### src/design/integer_matrix_multiply_defines.svh
// Assertion macros shared by the integer matrix multiplier modules
// Expects a clock named clk and an active-low reset named rst_n in the using module

`ifndef INTEGER_MATRIX_MULTIPLY_DEFINES_SVH
`define INTEGER_MATRIX_MULTIPLY_DEFINES_SVH

// same-cycle implication, checked out of reset
`define IMM_ASSERT_IMPL(label, ante, cons, msg) \
    label: assert property (@(posedge clk) disable iff (!rst_n) (ante) |-> (cons)) \
        else $error(msg);

// next-cycle implication, checked out of reset
`define IMM_ASSERT_NEXT(label, ante, cons, msg) \
    label: assert property (@(posedge clk) disable iff (!rst_n) (ante) |=> (cons)) \
        else $error(msg);

`endif

### src/design/imm_pkg.sv
// Package for the integer matrix multiplier: field widths, codes and request types
// No dependencies; used by every module of the block but imm_store

package imm_pkg;

    // parameter defaults
    localparam int MAX_DIM_DEFAULT    = 8;
    localparam int DATA_WIDTH_DEFAULT = 32;

    // fixed field widths
    localparam int DIM_W     = 4;
    localparam int REG_IDX_W = 2;
    localparam int MODE_W    = 2;
    localparam int POS_W     = 3;
    localparam int VALUE_W   = 32;
    localparam int MULT_W_MAX = 32;

    // configuration register indexes
    localparam logic [REG_IDX_W-1:0] REG_ROWS_A    = 2'd0;
    localparam logic [REG_IDX_W-1:0] REG_INNER_DIM = 2'd1;
    localparam logic [REG_IDX_W-1:0] REG_COLS_B    = 2'd2;

    // command modes
    localparam logic [MODE_W-1:0] MODE_LOAD_A  = 2'd0;
    localparam logic [MODE_W-1:0] MODE_LOAD_B  = 2'd1;
    localparam logic [MODE_W-1:0] MODE_COMPUTE = 2'd2;

    // command request
    typedef struct packed {
        logic [MODE_W-1:0]         mode;
        logic [POS_W-1:0]          elem_row;
        logic [POS_W-1:0]          elem_col;
        logic signed [VALUE_W-1:0] elem_value;
    } cmd_t;

    // result request
    typedef struct packed {
        logic [POS_W-1:0]          out_row;
        logic [POS_W-1:0]          out_col;
        logic signed [VALUE_W-1:0] out_value;
        logic                      last;
    } res_t;

    // one multiply-accumulate operation travelling down the datapath
    typedef struct packed {
        logic             valid;
        logic             first_op;
        logic             end_op;
        logic             last_elem;
        logic [POS_W-1:0] row;
        logic [POS_W-1:0] col;
        logic             piece_a;
        logic             piece_b;
    } mac_tok_t;

endpackage

### src/design/imm_store.sv
// Matrix element store: one write port, one registered read port
// Per-entry fill bits make unwritten entries read as zero; uses no package items

module imm_store #(
    parameter int DEPTH      = 64,
    parameter int ADDR_W     = 6,
    parameter int DATA_WIDTH = 32
) (
    input  logic                  clk,
    input  logic                  rst_n,
    input  logic                  wr_en,
    input  logic [ADDR_W-1:0]     wr_addr,
    input  logic [DATA_WIDTH-1:0] wr_data,
    input  logic                  rd_en,
    input  logic [ADDR_W-1:0]     rd_addr,
    output logic [DATA_WIDTH-1:0] rd_data
);

    logic [DATA_WIDTH-1:0] mem [DEPTH];
    logic [DEPTH-1:0]      filled_reg;
    logic [DATA_WIDTH-1:0] rd_data_reg;
    logic                  rd_filled_reg;

    // storage array
    always_ff @(posedge clk)
    begin
        if (wr_en)
        begin
            mem[wr_addr] <= wr_data;
        end
        if (rd_en)
        begin
            rd_data_reg <= mem[rd_addr];
        end
    end

    // fill bits, cleared at reset
    always_ff @(posedge clk or negedge rst_n)
    begin
        if (!rst_n)
        begin
            filled_reg    <= '0;
            rd_filled_reg <= 1'b0;
        end
        else
        begin
            if (wr_en)
            begin
                filled_reg[wr_addr] <= 1'b1;
            end
            if (rd_en)
            begin
                rd_filled_reg <= filled_reg[rd_addr];
            end
        end
    end

    // never-written entries read as zero
    assign rd_data = rd_filled_reg ? rd_data_reg : '0;

endmodule

### src/design/imm_seq.sv
// Sequencer of the matrix multiplier: dimension registers and row/column/inner loops
// Depends on imm_pkg and the assertion macros in integer_matrix_multiply_defines.svh

`include "integer_matrix_multiply_defines.svh"

module imm_seq #(
    parameter int MAX_DIM    = imm_pkg::MAX_DIM_DEFAULT,
    parameter int DATA_WIDTH = imm_pkg::DATA_WIDTH_DEFAULT,
    parameter int ADDR_W     = (MAX_DIM * MAX_DIM > 1) ? $clog2(MAX_DIM * MAX_DIM) : 1
) (
    input  logic                           clk,
    input  logic                           rst_n,
    input  logic                           cfg_we,
    input  logic [imm_pkg::REG_IDX_W-1:0]  cfg_index,
    input  logic [imm_pkg::DIM_W-1:0]      cfg_data,
    input  logic                           cmd_go,
    input  logic                           advance,
    input  logic                           mac_busy,
    output logic                           idle,
    output imm_pkg::mac_tok_t              tok,
    output logic [ADDR_W-1:0]              rd_addr_a,
    output logic [ADDR_W-1:0]              rd_addr_b
);

    localparam int IDX_W      = (MAX_DIM > 1) ? $clog2(MAX_DIM) : 1;
    localparam int MULT_W     = (DATA_WIDTH > imm_pkg::MULT_W_MAX) ?
                                imm_pkg::MULT_W_MAX : DATA_WIDTH;
    localparam int NUM_PIECES = (DATA_WIDTH + MULT_W - 1) / MULT_W;

    typedef enum logic [2:0] {
        ST_IDLE  = 3'b001,
        ST_ISSUE = 3'b010,
        ST_DRAIN = 3'b100
    } state_t;

    state_t state_reg, state_next;

    logic [imm_pkg::DIM_W-1:0] rows_a_reg, inner_dim_reg, cols_b_reg;
    logic [IDX_W-1:0]          i_reg, i_next, j_reg, j_next, k_reg, k_next;
    logic                      pa_reg, pa_next, pb_reg, pb_next;

    logic [IDX_W-1:0] lim_i, lim_j, lim_k;
    logic [1:0]       piece_sum;
    logic [1:0]       np_m1;
    logic             pieces_done;
    logic             i_done, j_done, k_done;

    // clamp a dimension to 1..MAX_DIM and give its last index
    function automatic logic [IDX_W-1:0] last_index(input logic [imm_pkg::DIM_W-1:0] v);
        logic [imm_pkg::DIM_W-1:0] c;
        c = v;
        if (v == '0)
        begin
            c = imm_pkg::DIM_W'(1);
        end
        else if (v > imm_pkg::DIM_W'(MAX_DIM))
        begin
            c = imm_pkg::DIM_W'(MAX_DIM);
        end
        return IDX_W'(c - imm_pkg::DIM_W'(1));
    endfunction

    // dimension registers
    always_ff @(posedge clk or negedge rst_n)
    begin
        if (!rst_n)
        begin
            rows_a_reg    <= imm_pkg::DIM_W'(8);
            inner_dim_reg <= imm_pkg::DIM_W'(8);
            cols_b_reg    <= imm_pkg::DIM_W'(8);
        end
        else if (cfg_we)
        begin
            case (cfg_index)
                imm_pkg::REG_ROWS_A:    rows_a_reg    <= cfg_data;
                imm_pkg::REG_INNER_DIM: inner_dim_reg <= cfg_data;
                imm_pkg::REG_COLS_B:    cols_b_reg    <= cfg_data;
                default:                ;
            endcase
        end
    end

    // loop limits and end conditions
    always_comb
    begin
        lim_i       = last_index(rows_a_reg);
        lim_k       = last_index(inner_dim_reg);
        lim_j       = last_index(cols_b_reg);
        piece_sum   = {1'b0, pa_reg} + {1'b0, pb_reg};
        np_m1       = 2'(NUM_PIECES - 1);
        pieces_done = !(piece_sum < np_m1) && !({1'b0, pa_reg} < np_m1);
        i_done      = (i_reg == lim_i);
        j_done      = (j_reg == lim_j);
        k_done      = (k_reg == lim_k);
    end

    // operation issued this cycle
    always_comb
    begin
        tok.valid     = (state_reg == ST_ISSUE);
        tok.first_op  = (k_reg == '0) && !pa_reg && !pb_reg;
        tok.end_op    = k_done && pieces_done;
        tok.last_elem = k_done && pieces_done && i_done && j_done;
        tok.row       = imm_pkg::POS_W'(i_reg);
        tok.col       = imm_pkg::POS_W'(j_reg);
        tok.piece_a   = pa_reg;
        tok.piece_b   = pb_reg;
        rd_addr_a     = ADDR_W'(i_reg) * ADDR_W'(MAX_DIM) + ADDR_W'(k_reg);
        rd_addr_b     = ADDR_W'(k_reg) * ADDR_W'(MAX_DIM) + ADDR_W'(j_reg);
    end

    // loop stepping: pieces, then inner, then column, then row
    always_comb
    begin
        state_next = state_reg;
        i_next     = i_reg;
        j_next     = j_reg;
        k_next     = k_reg;
        pa_next    = pa_reg;
        pb_next    = pb_reg;
        case (state_reg)
            ST_IDLE:
            begin
                if (cmd_go)
                begin
                    state_next = ST_ISSUE;
                    i_next     = '0;
                    j_next     = '0;
                    k_next     = '0;
                    pa_next    = 1'b0;
                    pb_next    = 1'b0;
                end
            end
            ST_ISSUE:
            begin
                if (advance)
                begin
                    if (piece_sum < np_m1)
                    begin
                        pb_next = 1'b1;
                    end
                    else if ({1'b0, pa_reg} < np_m1)
                    begin
                        pa_next = 1'b1;
                        pb_next = 1'b0;
                    end
                    else
                    begin
                        pa_next = 1'b0;
                        pb_next = 1'b0;
                        if (!k_done)
                        begin
                            k_next = k_reg + 1'b1;
                        end
                        else
                        begin
                            k_next = '0;
                            if (!j_done)
                            begin
                                j_next = j_reg + 1'b1;
                            end
                            else
                            begin
                                j_next = '0;
                                if (!i_done)
                                begin
                                    i_next = i_reg + 1'b1;
                                end
                                else
                                begin
                                    state_next = ST_DRAIN;
                                end
                            end
                        end
                    end
                end
            end
            ST_DRAIN:
            begin
                if (!mac_busy)
                begin
                    state_next = ST_IDLE;
                end
            end
            default:
            begin
                state_next = ST_IDLE;
            end
        endcase
    end

    // sequencer registers
    always_ff @(posedge clk or negedge rst_n)
    begin
        if (!rst_n)
        begin
            state_reg <= ST_IDLE;
            i_reg     <= '0;
            j_reg     <= '0;
            k_reg     <= '0;
            pa_reg    <= 1'b0;
            pb_reg    <= 1'b0;
        end
        else
        begin
            state_reg <= state_next;
            i_reg     <= i_next;
            j_reg     <= j_next;
            k_reg     <= k_next;
            pa_reg    <= pa_next;
            pb_reg    <= pb_next;
        end
    end

    assign idle = (state_reg == ST_IDLE);

    // checks
    `IMM_ASSERT_IMPL(a_idle_pipe_empty, state_reg == ST_IDLE, !mac_busy,
                     "datapath busy while idle")
    `IMM_ASSERT_NEXT(a_last_to_drain, tok.valid && advance && tok.last_elem,
                     state_reg == ST_DRAIN, "no drain after last operation")
    `IMM_ASSERT_NEXT(a_go_to_issue, (state_reg == ST_IDLE) && cmd_go,
                     (state_reg == ST_ISSUE) && (i_reg == '0) && (k_reg == '0),
                     "compute did not start at origin")

endmodule

### src/design/imm_mac.sv
// Shared multiply-accumulate datapath and result output register
// Depends on imm_pkg and the assertion macros in integer_matrix_multiply_defines.svh

`include "integer_matrix_multiply_defines.svh"

module imm_mac #(
    parameter int DATA_WIDTH = imm_pkg::DATA_WIDTH_DEFAULT
) (
    input  logic                  clk,
    input  logic                  rst_n,
    input  imm_pkg::mac_tok_t     tok,
    input  logic [DATA_WIDTH-1:0] rd_a,
    input  logic [DATA_WIDTH-1:0] rd_b,
    output logic                  advance,
    output logic                  busy,
    output logic                  res_valid,
    input  logic                  res_stall,
    output imm_pkg::res_t         res
);

    localparam int MULT_W  = (DATA_WIDTH > imm_pkg::MULT_W_MAX) ?
                             imm_pkg::MULT_W_MAX : DATA_WIDTH;
    localparam int PROD_W  = 2 * MULT_W;
    localparam int SHIFT_W = 7;

    imm_pkg::mac_tok_t s1_tok_reg, s2_tok_reg;
    logic [PROD_W-1:0]     prod_reg, prod_next;
    logic [MULT_W-1:0]     a_pc, b_pc;
    logic [DATA_WIDTH-1:0] acc_reg, acc_next;
    logic [DATA_WIDTH-1:0] term, sum;
    logic [1:0]            s2_sum;
    logic                  res_valid_reg, res_valid_next;
    imm_pkg::res_t         res_reg, res_next;

    // the whole datapath moves unless a finished result is held back
    assign advance = !res_valid_reg || !res_stall;
    assign busy    = s1_tok_reg.valid || s2_tok_reg.valid;

    // operand piece select and multiply
    always_comb
    begin
        a_pc      = s1_tok_reg.piece_a ? MULT_W'(rd_a >> MULT_W) : MULT_W'(rd_a);
        b_pc      = s1_tok_reg.piece_b ? MULT_W'(rd_b >> MULT_W) : MULT_W'(rd_b);
        prod_next = PROD_W'(a_pc) * PROD_W'(b_pc);
    end

    // align partial product and accumulate
    always_comb
    begin
        s2_sum = {1'b0, s2_tok_reg.piece_a} + {1'b0, s2_tok_reg.piece_b};
        term   = DATA_WIDTH'(prod_reg) << (SHIFT_W'(s2_sum) * SHIFT_W'(MULT_W));
        sum    = (s2_tok_reg.first_op ? '0 : acc_reg) + term;
    end

    // accumulator and result register next values
    always_comb
    begin
        acc_next       = acc_reg;
        res_valid_next = res_valid_reg && res_stall;
        res_next       = res_reg;
        if (advance && s2_tok_reg.valid)
        begin
            acc_next = sum;
            if (s2_tok_reg.end_op)
            begin
                res_valid_next     = 1'b1;
                res_next.out_row   = s2_tok_reg.row;
                res_next.out_col   = s2_tok_reg.col;
                res_next.out_value = imm_pkg::VALUE_W'(signed'(sum));
                res_next.last      = s2_tok_reg.last_elem;
            end
        end
    end

    // pipeline control registers
    always_ff @(posedge clk or negedge rst_n)
    begin
        if (!rst_n)
        begin
            s1_tok_reg    <= '0;
            s2_tok_reg    <= '0;
            res_valid_reg <= 1'b0;
        end
        else
        begin
            if (advance)
            begin
                s1_tok_reg <= tok;
                s2_tok_reg <= s1_tok_reg;
            end
            res_valid_reg <= res_valid_next;
        end
    end

    // datapath registers
    always_ff @(posedge clk)
    begin
        if (advance)
        begin
            prod_reg <= prod_next;
        end
        acc_reg <= acc_next;
        res_reg <= res_next;
    end

    assign res_valid = res_valid_reg;
    assign res       = res_reg;

    // checks
    `IMM_ASSERT_IMPL(a_res_from_end_op, $rose(res_valid_reg), $past(s2_tok_reg.valid && s2_tok_reg.end_op), "result without a finished dot product")
    `IMM_ASSERT_NEXT(a_hold_on_stall, res_valid_reg && res_stall, $stable(acc_reg) && $stable(s2_tok_reg), "datapath moved while result held")

endmodule

### src/design/integer_matrix_multiply.sv
// Top level of the integer matrix multiplier: load decode, element stores, sequencer, datapath
// Depends on imm_pkg, imm_store, imm_seq and imm_mac

// Loads of A and B elements (modes 0 and 1) are taken one per cycle while idle; loads with
// a row or column of MAX_DIM or more, and mode 3, are taken and do nothing. A compute command
// holds cmd_stall high until the product is done: it runs rows_a * cols_b * inner_dim * P
// operations through the one shared multiplier, one per cycle while no finished result waits
// on res_stall, where P is 1 for DATA_WIDTH up to 32 and 3 above (32-bit partial products),
// then drains the pipeline. Results leave in row-major order with last set on the final one.
// Both stores read as zero after reset through per-entry fill bits, so no clearing pass is
// needed. The user must write dimensions only while the block is idle; the block does not
// enforce this. 0 acts as 1 and values above MAX_DIM act as MAX_DIM.

module integer_matrix_multiply #(
    parameter int MAX_DIM    = imm_pkg::MAX_DIM_DEFAULT,
    parameter int DATA_WIDTH = imm_pkg::DATA_WIDTH_DEFAULT
) (
    input  logic                          clk,
    input  logic                          rst_n,
    input  logic                          cmd_valid,
    output logic                          cmd_stall,
    input  imm_pkg::cmd_t                 cmd,
    output logic                          res_valid,
    input  logic                          res_stall,
    output imm_pkg::res_t                 res,
    input  logic                          cfg_we,
    input  logic [imm_pkg::REG_IDX_W-1:0] cfg_index,
    input  logic [imm_pkg::DIM_W-1:0]     cfg_data
);

    localparam int DEPTH  = MAX_DIM * MAX_DIM;
    localparam int ADDR_W = (DEPTH > 1) ? $clog2(DEPTH) : 1;

    logic                  idle;
    logic                  cmd_accept;
    logic                  cmd_go;
    logic                  in_range;
    logic                  we_a, we_b;
    logic [ADDR_W-1:0]     wr_addr;
    logic [DATA_WIDTH-1:0] wr_data;
    logic                  advance;
    logic                  mac_busy;
    imm_pkg::mac_tok_t     tok;
    logic [ADDR_W-1:0]     rd_addr_a, rd_addr_b;
    logic [DATA_WIDTH-1:0] rd_a, rd_b;

    // request decode
    always_comb
    begin
        cmd_stall  = !idle;
        cmd_accept = cmd_valid && idle;
        cmd_go     = cmd_accept && (cmd.mode == imm_pkg::MODE_COMPUTE);
        in_range   = ({1'b0, cmd.elem_row} < (imm_pkg::POS_W + 1)'(MAX_DIM)) &&
                     ({1'b0, cmd.elem_col} < (imm_pkg::POS_W + 1)'(MAX_DIM));
        we_a       = cmd_accept && in_range && (cmd.mode == imm_pkg::MODE_LOAD_A);
        we_b       = cmd_accept && in_range && (cmd.mode == imm_pkg::MODE_LOAD_B);
        wr_addr    = ADDR_W'(cmd.elem_row) * ADDR_W'(MAX_DIM) + ADDR_W'(cmd.elem_col);
        wr_data    = DATA_WIDTH'(cmd.elem_value);
    end

    // element store for A
    imm_store #(
        .DEPTH      (DEPTH),
        .ADDR_W     (ADDR_W),
        .DATA_WIDTH (DATA_WIDTH)
    ) u_store_a (
        .clk     (clk),
        .rst_n   (rst_n),
        .wr_en   (we_a),
        .wr_addr (wr_addr),
        .wr_data (wr_data),
        .rd_en   (advance),
        .rd_addr (rd_addr_a),
        .rd_data (rd_a)
    );

    // element store for B
    imm_store #(
        .DEPTH      (DEPTH),
        .ADDR_W     (ADDR_W),
        .DATA_WIDTH (DATA_WIDTH)
    ) u_store_b (
        .clk     (clk),
        .rst_n   (rst_n),
        .wr_en   (we_b),
        .wr_addr (wr_addr),
        .wr_data (wr_data),
        .rd_en   (advance),
        .rd_addr (rd_addr_b),
        .rd_data (rd_b)
    );

    // loop sequencer and dimension registers
    imm_seq #(
        .MAX_DIM    (MAX_DIM),
        .DATA_WIDTH (DATA_WIDTH),
        .ADDR_W     (ADDR_W)
    ) u_seq (
        .clk       (clk),
        .rst_n     (rst_n),
        .cfg_we    (cfg_we),
        .cfg_index (cfg_index),
        .cfg_data  (cfg_data),
        .cmd_go    (cmd_go),
        .advance   (advance),
        .mac_busy  (mac_busy),
        .idle      (idle),
        .tok       (tok),
        .rd_addr_a (rd_addr_a),
        .rd_addr_b (rd_addr_b)
    );

    // shared multiply-accumulate and result register
    imm_mac #(
        .DATA_WIDTH (DATA_WIDTH)
    ) u_mac (
        .clk       (clk),
        .rst_n     (rst_n),
        .tok       (tok),
        .rd_a      (rd_a),
        .rd_b      (rd_b),
        .advance   (advance),
        .busy      (mac_busy),
        .res_valid (res_valid),
        .res_stall (res_stall),
        .res       (res)
    );

endmodule

### config.mk
export PLATFORM = sky130hd
export DESIGN_NAME = integer_matrix_multiply
export DESIGN_NICKNAME = d
export VERILOG_FILES = /design/src/design/imm_pkg.sv /design/src/design/imm_store.sv /design/src/design/imm_seq.sv /design/src/design/imm_mac.sv /design/src/design/integer_matrix_multiply.sv
export VERILOG_INCLUDE_DIRS = /design/src /design/src/design
export SDC_FILE = /design/constraint.sdc
export NUM_CORES = 2
export LEC_CHECK = 0
export BUFFER_PORTS_ARGS = -buffer_cell sky130_fd_sc_hd__buf_2
export CAP_MARGIN = 40
export CORE_MARGIN = 3
export CORE_UTILIZATION = 62
export CTS_CLUSTER_SIZE = 40
export DETAILED_ROUTE_END_ITERATION = 6
export GPL_TIMING_DRIVEN = 0
export PLACE_DENSITY_LB_ADDON = 0.08
export SETUP_SLACK_MARGIN = 0.05
export SKIP_CTS_REPAIR_TIMING = 1
export SLEW_MARGIN = 20
export SYNTH_ARGS = -nofsm -noshare
export SYNTH_HDL_FRONTEND = slang
export SYNTH_SLANG_ARGS = --single-unit
export TNS_END_PERCENT = 100
### constraint.sdc
create_clock -name clk -period 9.4 [get_ports clk]
set_clock_uncertainty 0.05 [all_clocks]
set_input_delay 1.88 -clock clk [delete_from_list [all_inputs] [get_ports clk]]
set_output_delay 1.88 -clock clk [all_outputs]
set_load 0.005 [all_outputs]
### Word-level counts from Yosys, hierarchy flattened

Memories as Yosys holds them, arrays and structs flattened. A register that Yosys moved wholly into a read port is not among the register bits.
Index checks and enable logic that the tools add are counted.

* shift-type cells: 1
* order comparisons: 9
* multiply operators: 1
* bitwise operators: 2
* muxes and demuxes: 59
* reductions and logical operators: 37
* eq/ne operators: 19
* add/sub/neg operators: 12

Operators by type and width (number)
* $mux 32: 5
* $or 64x64->64: 2
* $mux 3: 30
* $add 32x32->32: 1
* $mul 32x32->32: 1
* $shl 32x7->32: 1
* $lt 6x7->1 const B: 3
* $add 6x3->6: 3
* $pmux 3 s2: 3
* $reduce_and 8->1: 2
* $mux 1: 15
* $bmux 1 s6: 2
* $gt 4x4->1 const B: 3
* $logic_and 1x1->1: 12
* $logic_not 4->1: 3
* $ne 2x2->1 const B: 5
* $add 3x1->3 const B: 3
* $eq 3x3->1: 3
* $pmux 3 s3: 1
* $sub 3x1->3 const B: 3
* $ne 2x1->1 const B: 4
* $reduce_and 2->1: 4
* $demux 1 s6: 1
* $ge 6x1->1 const B: 1
* other kinds (18): 29

* word-level logic and storage cells: 178
* RAM bits: 4096
* flip-flop bits (word level): 284
* memories: 2

Memories
* u_store_a.mem: depth 64, width 32, rd ports 1, clocked after Yosys merged registers in 1, wr ports 1, RTL line imm_store.sv:19 `logic [DATA_WIDTH-1:0] mem [DEPTH];`
* u_store_b.mem: depth 64, width 32, rd ports 1, clocked after Yosys merged registers in 1, wr ports 1, RTL line imm_store.sv:19

### Depth between registers and ports, before layout

* depth in word-level cells: 12
* gate-level depth with buffers: 30
* gate-level depth less buffers: 26

### Modules after synthesis

From an unflattened synthesis, not the netlist that was laid out.

* cell total of the unflattened synthesis: 9341
* area, all modules: 186187.3 um2

By module, submodules not included
* imm_store at u_store_b: area each 81615.8 um2, instances 1, cells an instance 3335, seq. area each 64086.5 um2
* imm_store at u_store_a: area each 81154.1 um2, instances 1, cells an instance 3551, seq. area each 64086.5 um2
* imm_mac: area each 21882.2 um2, instances 1, cells an instance 2312, seq. area each 3718.6 um2
* imm_seq: area each 1497.7 um2, instances 1, cells an instance 139, seq. area each 605.6 um2
* integer_matrix_multiply: area each 37.5 um2, instances 1, cells an instance 4, seq. area each 0.0 um2

### Worst setup path before layout

No wires, ideal clock.

* path kind: register to register
* start point: register u_store_b.rd_filled_reg
* end point: register u_mac.prod_reg[30], data pin
* arrival time: 7.136 ns
* period minus slack after synthesis: 7.443 ns
* slack: 1.957 ns
* cell stages (with the launch flop): 25
* required time: 9.092 ns
* path through: dfrtp_1 buf_2 clkbuf_1 clkbuf_1 nand2_1 clkbuf_1 nor2_1 fa_1 fa_1 fa_1 inv_1 fa_1 inv_1 fa_1 fa_1 fa_1 fa_1 ha_1 and3_1 and3_1 a221o_1 a211oi_2 o21ai_1 a21oi_1 xnor2_1

* word-level cells in the longest chain between the ends: 3

Ends and longest elaborated chain
* start, declared: RTL line imm_store.sv:22 `logic rd_filled_reg;`
* start signal, assigned: RTL line imm_store.sv:53 `rd_filled_reg <= filled_reg[rd_addr];`
* $mux 32: RTL line imm_store.sv:59 `assign rd_data = rd_filled_reg ? rd_data_reg : '0;`
* $mux 32: RTL line imm_mac.sv:43 `b_pc = s1_tok_reg.piece_b ? MULT_W'(rd_b >> MULT_W) : MULT_W'(rd_b);`
* $mul 32x32->32: RTL line imm_mac.sv:44 `prod_next = PROD_W'(a_pc) * PROD_W'(b_pc);`
* via u_mac.prod_next[30]: RTL line imm_mac.sv:27 `logic [PROD_W-1:0] prod_reg, prod_next;`
* end signal, assigned: RTL line imm_mac.sv:100 `prod_reg <= prod_next;`
* end, declared: RTL line imm_mac.sv:27

The timed path passes the listed nets, and every way through them passes these cells.
A chain may end at the register's enable or synchronous reset.

### Final worst setup path

* start point: register u_store_a.rd_filled_reg
* end point: register u_mac.prod_reg[28], data pin

* word-level cells in the longest chain between the ends: 3

Ends and longest elaborated chain
* start, declared: RTL line imm_store.sv:22
* start signal, assigned: RTL line imm_store.sv:53
* $mux 32: RTL line imm_store.sv:59
* $mux 32: RTL line imm_mac.sv:42 `a_pc = s1_tok_reg.piece_a ? MULT_W'(rd_a >> MULT_W) : MULT_W'(rd_a);`
* $mul 32x32->32: RTL line imm_mac.sv:44
* via u_mac.prod_next[28]: RTL line imm_mac.sv:27

The timed path passes the listed nets, and every way through them passes these cells.

==> implementation parameters <==
Parameter                              Value

Floorplanning
  Die Footprint    305000 um^2
  I/O pin total    92
  Row cnt    199
  Die height    552 um
  CORE AREA    296000 um^2
  Die boundary width    552 um
  Initial Util    0.626

Critical path
  Startpoint Class    register
  Most numerous cell on the critical path    sky130_fd_sc_hd__fa_1
  Worst reg-to-reg setup slack    450 ps
  CP peak stage delay    640 ps
  Crit path buf inv count    7
  Highest fanout seen on the critical path    10
  Capturing point of the worst reg2reg path    u_mac.prod_reg[28]$_DFFE_PN_
  R2r worst-path depth    28
  Crit path depth    28
  Critical Path AT    9570 ps
  Required time of the worst setup path    10020 ps
  Worst setup path end    u_mac.prod_reg[28]$_DFFE_PN_
  Startpoint of the worst setup timing path    u_store_a.rd_filled_reg$_DFFE_PN0N_
  Setup Crit Path Kind    register to register
  CP Capture Type    register
  Worst r2r src    u_store_a.rd_filled_reg$_DFFE_PN0N_
  Cell family with most CP delay    adder cells
  Slowest stage cell on the critical path    sky130_fd_sc_hd__clkbuf_1

Timing
  Worst Slack Setup Final    452 ps
  Setup repair after global routing missed its margin    false
  Maximum achievable frequency    0.112 GHz
  Setup violation total in the final timing report    0
  Slew @ Worst Pin    926 ps
  Final hold violations    0
  Total Neg Setup Slack    0 ps
  Headroom to the max-slew limit    0.381
  Final worst path period share    0.952
  Post-layout min period    8950 ps
  Pins over their slew limit    0

Global routing
  Largest net degree at the start of global routing    113
  Total GRT Usage    0.357
  Via count of the first global-routing pass    97821
  Antenna violations before repair    65
  Overall overflow remaining after global route    0
  Wire length of the first global-routing pass    753000 um

Synthesis
  Number of register bits inferred by synthesis    4438
  Area leader, netlist    sky130_fd_sc_hd__edfxtp_1
  Number of enable flip-flop cells after synthesis    4263
  Average size of a mapped cell    21.1 um^2
  Leading register cell type out of synthesis    sky130_fd_sc_hd__edfxtp_1
  Post-Synthesis Cell Area    185000 um^2
  Proportion of synthesized chip area in sequential cells    0.716
  Leading cell types by count after synthesis    sky130_fd_sc_hd__edfxtp_1, sky130_fd_sc_hd__mux4_2, sky130_fd_sc_hd__nor2_1, sky130_fd_sc_hd__inv_1, sky130_fd_sc_hd__fa_1
  Area fraction of the dominant cell type after synthesis    0.692
  Net count of the mapped netlist    9388
  Asr flop ratio synth    0.0394
  Ranking of synthesized cells by area    sky130_fd_sc_hd__edfxtp_1, sky130_fd_sc_hd__mux4_2, sky130_fd_sc_hd__fa_1
  Count of synthesis-stage warnings from yosys    0
  Synthesized netlist cell count    8767
  Unique cell type count in the Yosys netlist    64
  Most common cell in the netlist    sky130_fd_sc_hd__edfxtp_1

Routing
  Total Routed Length    537000 um
  Router iterations before antenna repair    6
  Routed vias/inst    6.91
  Via count    96363
  Antenna violation net count after detailed routing    0
  DRC violation count after routing    0
  Detailed router's first-iteration violation count    15696
  Detail-routed net length per standard cell    38.5 um

Layout
  Final net count    10254
  Post-synthesis to final-layout area growth    14.9%
  Cell Count, Final, Fillers Out    13953
  Final non-filler cell area    213000 um^2
  Fillers    16773
  Largest registers    u_store_a.mem (2048), u_store_b.mem (2048)
  Ratio of cells with drive above 1 in the final layout    0.293

Place
  Port Buffer Count    86
  Cell count after placement    13095
  Post-detailed-placement cell area    198000 um^2
  Setup Slack @ Placement    -370 ps
  Routability-driven placement congestion ratio    0.964
  Half-perimeter wire length of the detailed placement result    367000 um

Clock network
  Clock insertion delay at the later pin of the skew report    1020 ps
  Number of levels in the clock H-tree    5
  Clock Tree Root    sky130_fd_sc_hd__clkbuf_16
  Number of buffers added by the clock tree synthesis step    432
  Sink Count    4438
  CTS tree    done
  Clock transition time at the flip-flop clock pins of the worst setup and hold paths    60 ps
  Maximum buffer depth of the clock tree    4

Flow run
  Total of max-cap violations    0

Min path
  Path type of the worst min-delay path    register to register

Power
  Power density cells    242 nW/um^2
  LEAKAGE    69.5 nW
  Worst vdd ir    0.000191 V
  Total chip power    51.4 mW

Run status
  Result of the run    finished clean
cell usage in the layout, fill, tap and decap left out, types with 78 or more instances in the layout:
cell | synthesis | layout
sky130_fd_sc_hd__buf_6 | 2 | 117
sky130_fd_sc_hd__mux4_2 | 1369 | 1369
sky130_fd_sc_hd__or2_2 | 136 | 136
sky130_fd_sc_hd__clkinv_2 | 0 | 97
sky130_fd_sc_hd__clkinv_1 | 1 | 90
sky130_fd_sc_hd__inv_1 | 414 | 414
sky130_fd_sc_hd__dfrtp_1 | 171 | 171
sky130_fd_sc_hd__and2_1 | 79 | 78
sky130_fd_sc_hd__nand2_1 | 328 | 324
sky130_fd_sc_hd__xnor2_1 | 102 | 102
sky130_fd_sc_hd__fa_1 | 409 | 409
sky130_fd_sc_hd__clkbuf_16 | 0 | 437
sky130_fd_sc_hd__buf_12 | 0 | 101
sky130_fd_sc_hd__buf_16 | 0 | 141
sky130_fd_sc_hd__ha_1 | 161 | 161
sky130_fd_sc_hd__buf_2 | 135 | 197
sky130_fd_sc_hd__clkbuf_1 | 240 | 299
sky130_fd_sc_hd__nor2_4 | 0 | 128
sky130_fd_sc_hd__edfxtp_1 | 4263 | 4263
sky130_fd_sc_hd__nor2_1 | 450 | 322
through the flow:
step | utilization | hold WS [ps]
6_report | 0.720 | 403
5_1_grt | 0.719 | 413
4_1_cts | 0.718 | 397
3_5_place_dp | 0.671 | 382
3_3_place_gp | 0.644 | 390
2_1_floorplan | - | 375
worst min path at each step:
stage                                          from                 endpoint  slack (ps)  cells after the start
CTS                 u_mac.s2_tok_reg[8]$_DFFE_PN0N_   u_mac.res[0]$_DFFE_PP_         400                      0
finish              u_mac.s2_tok_reg[8]$_DFFE_PN0N_   u_mac.res[0]$_DFFE_PP_         400                      0
global placement    u_mac.s2_tok_reg[3]$_DFFE_PN0N_  u_mac.res[34]$_DFFE_PP_         390                      0
floorplan           u_mac.s2_tok_reg[8]$_DFFE_PN0N_   u_mac.res[0]$_DFFE_PP_         370                      0
global route        u_mac.s2_tok_reg[8]$_DFFE_PN0N_   u_mac.res[0]$_DFFE_PP_         410                      0
detailed placement  u_mac.s2_tok_reg[8]$_DFFE_PN0N_   u_mac.res[0]$_DFFE_PP_         380                      0
power by group:
group	leakage, nW	switching, mW	total (mW)	internal (mW)
clock	6.80	7.52	17.1	9.57
combinational	21.8	6.85	11.7	4.90
sequential	40.9	0.465	22.6	22.1
total	69.5	14.8	51.4	36.6
logic make-up (layout without fill, tap and decap cells):
family          Yosys count  count (layout)  synth area share
flops                  4438            4438             0.716
buf+inv                 846            2082            0.0184
xor+xnor                128             128           0.00606
fa+ha+maj               570             570            0.0551
mux                    1404            1404             0.169
other cells               0              31                 0
simple gates           1189            1189            0.0294
compound gates          192             192           0.00667
area by class of cell:
cell class                      instances  area, um^2  share of cell area
Sequential cell                      4438      132000               0.623
Multi-Input combinational cell       3483       50200               0.236
Clock buffer                          545       11500              0.0539
Timing Repair Buffer                  433        7760              0.0365
Tap cell                             3919        4900              0.0231
Clock inverter                        259        2390              0.0112
Buffer                                430        1910             0.00898
Inverter                              415        1560             0.00733
Antenna cell                           31        77.6            0.000365
per-layer routing:
metal | track usage | wire length [um]
met1 | 0.489 | 187000
met2 | 0.543 | 251000
met3 | 0.109 | 70100
met4 | 0.152 | 28100
met5 | 0 | 618
Power figures use the tool's default switching activity.
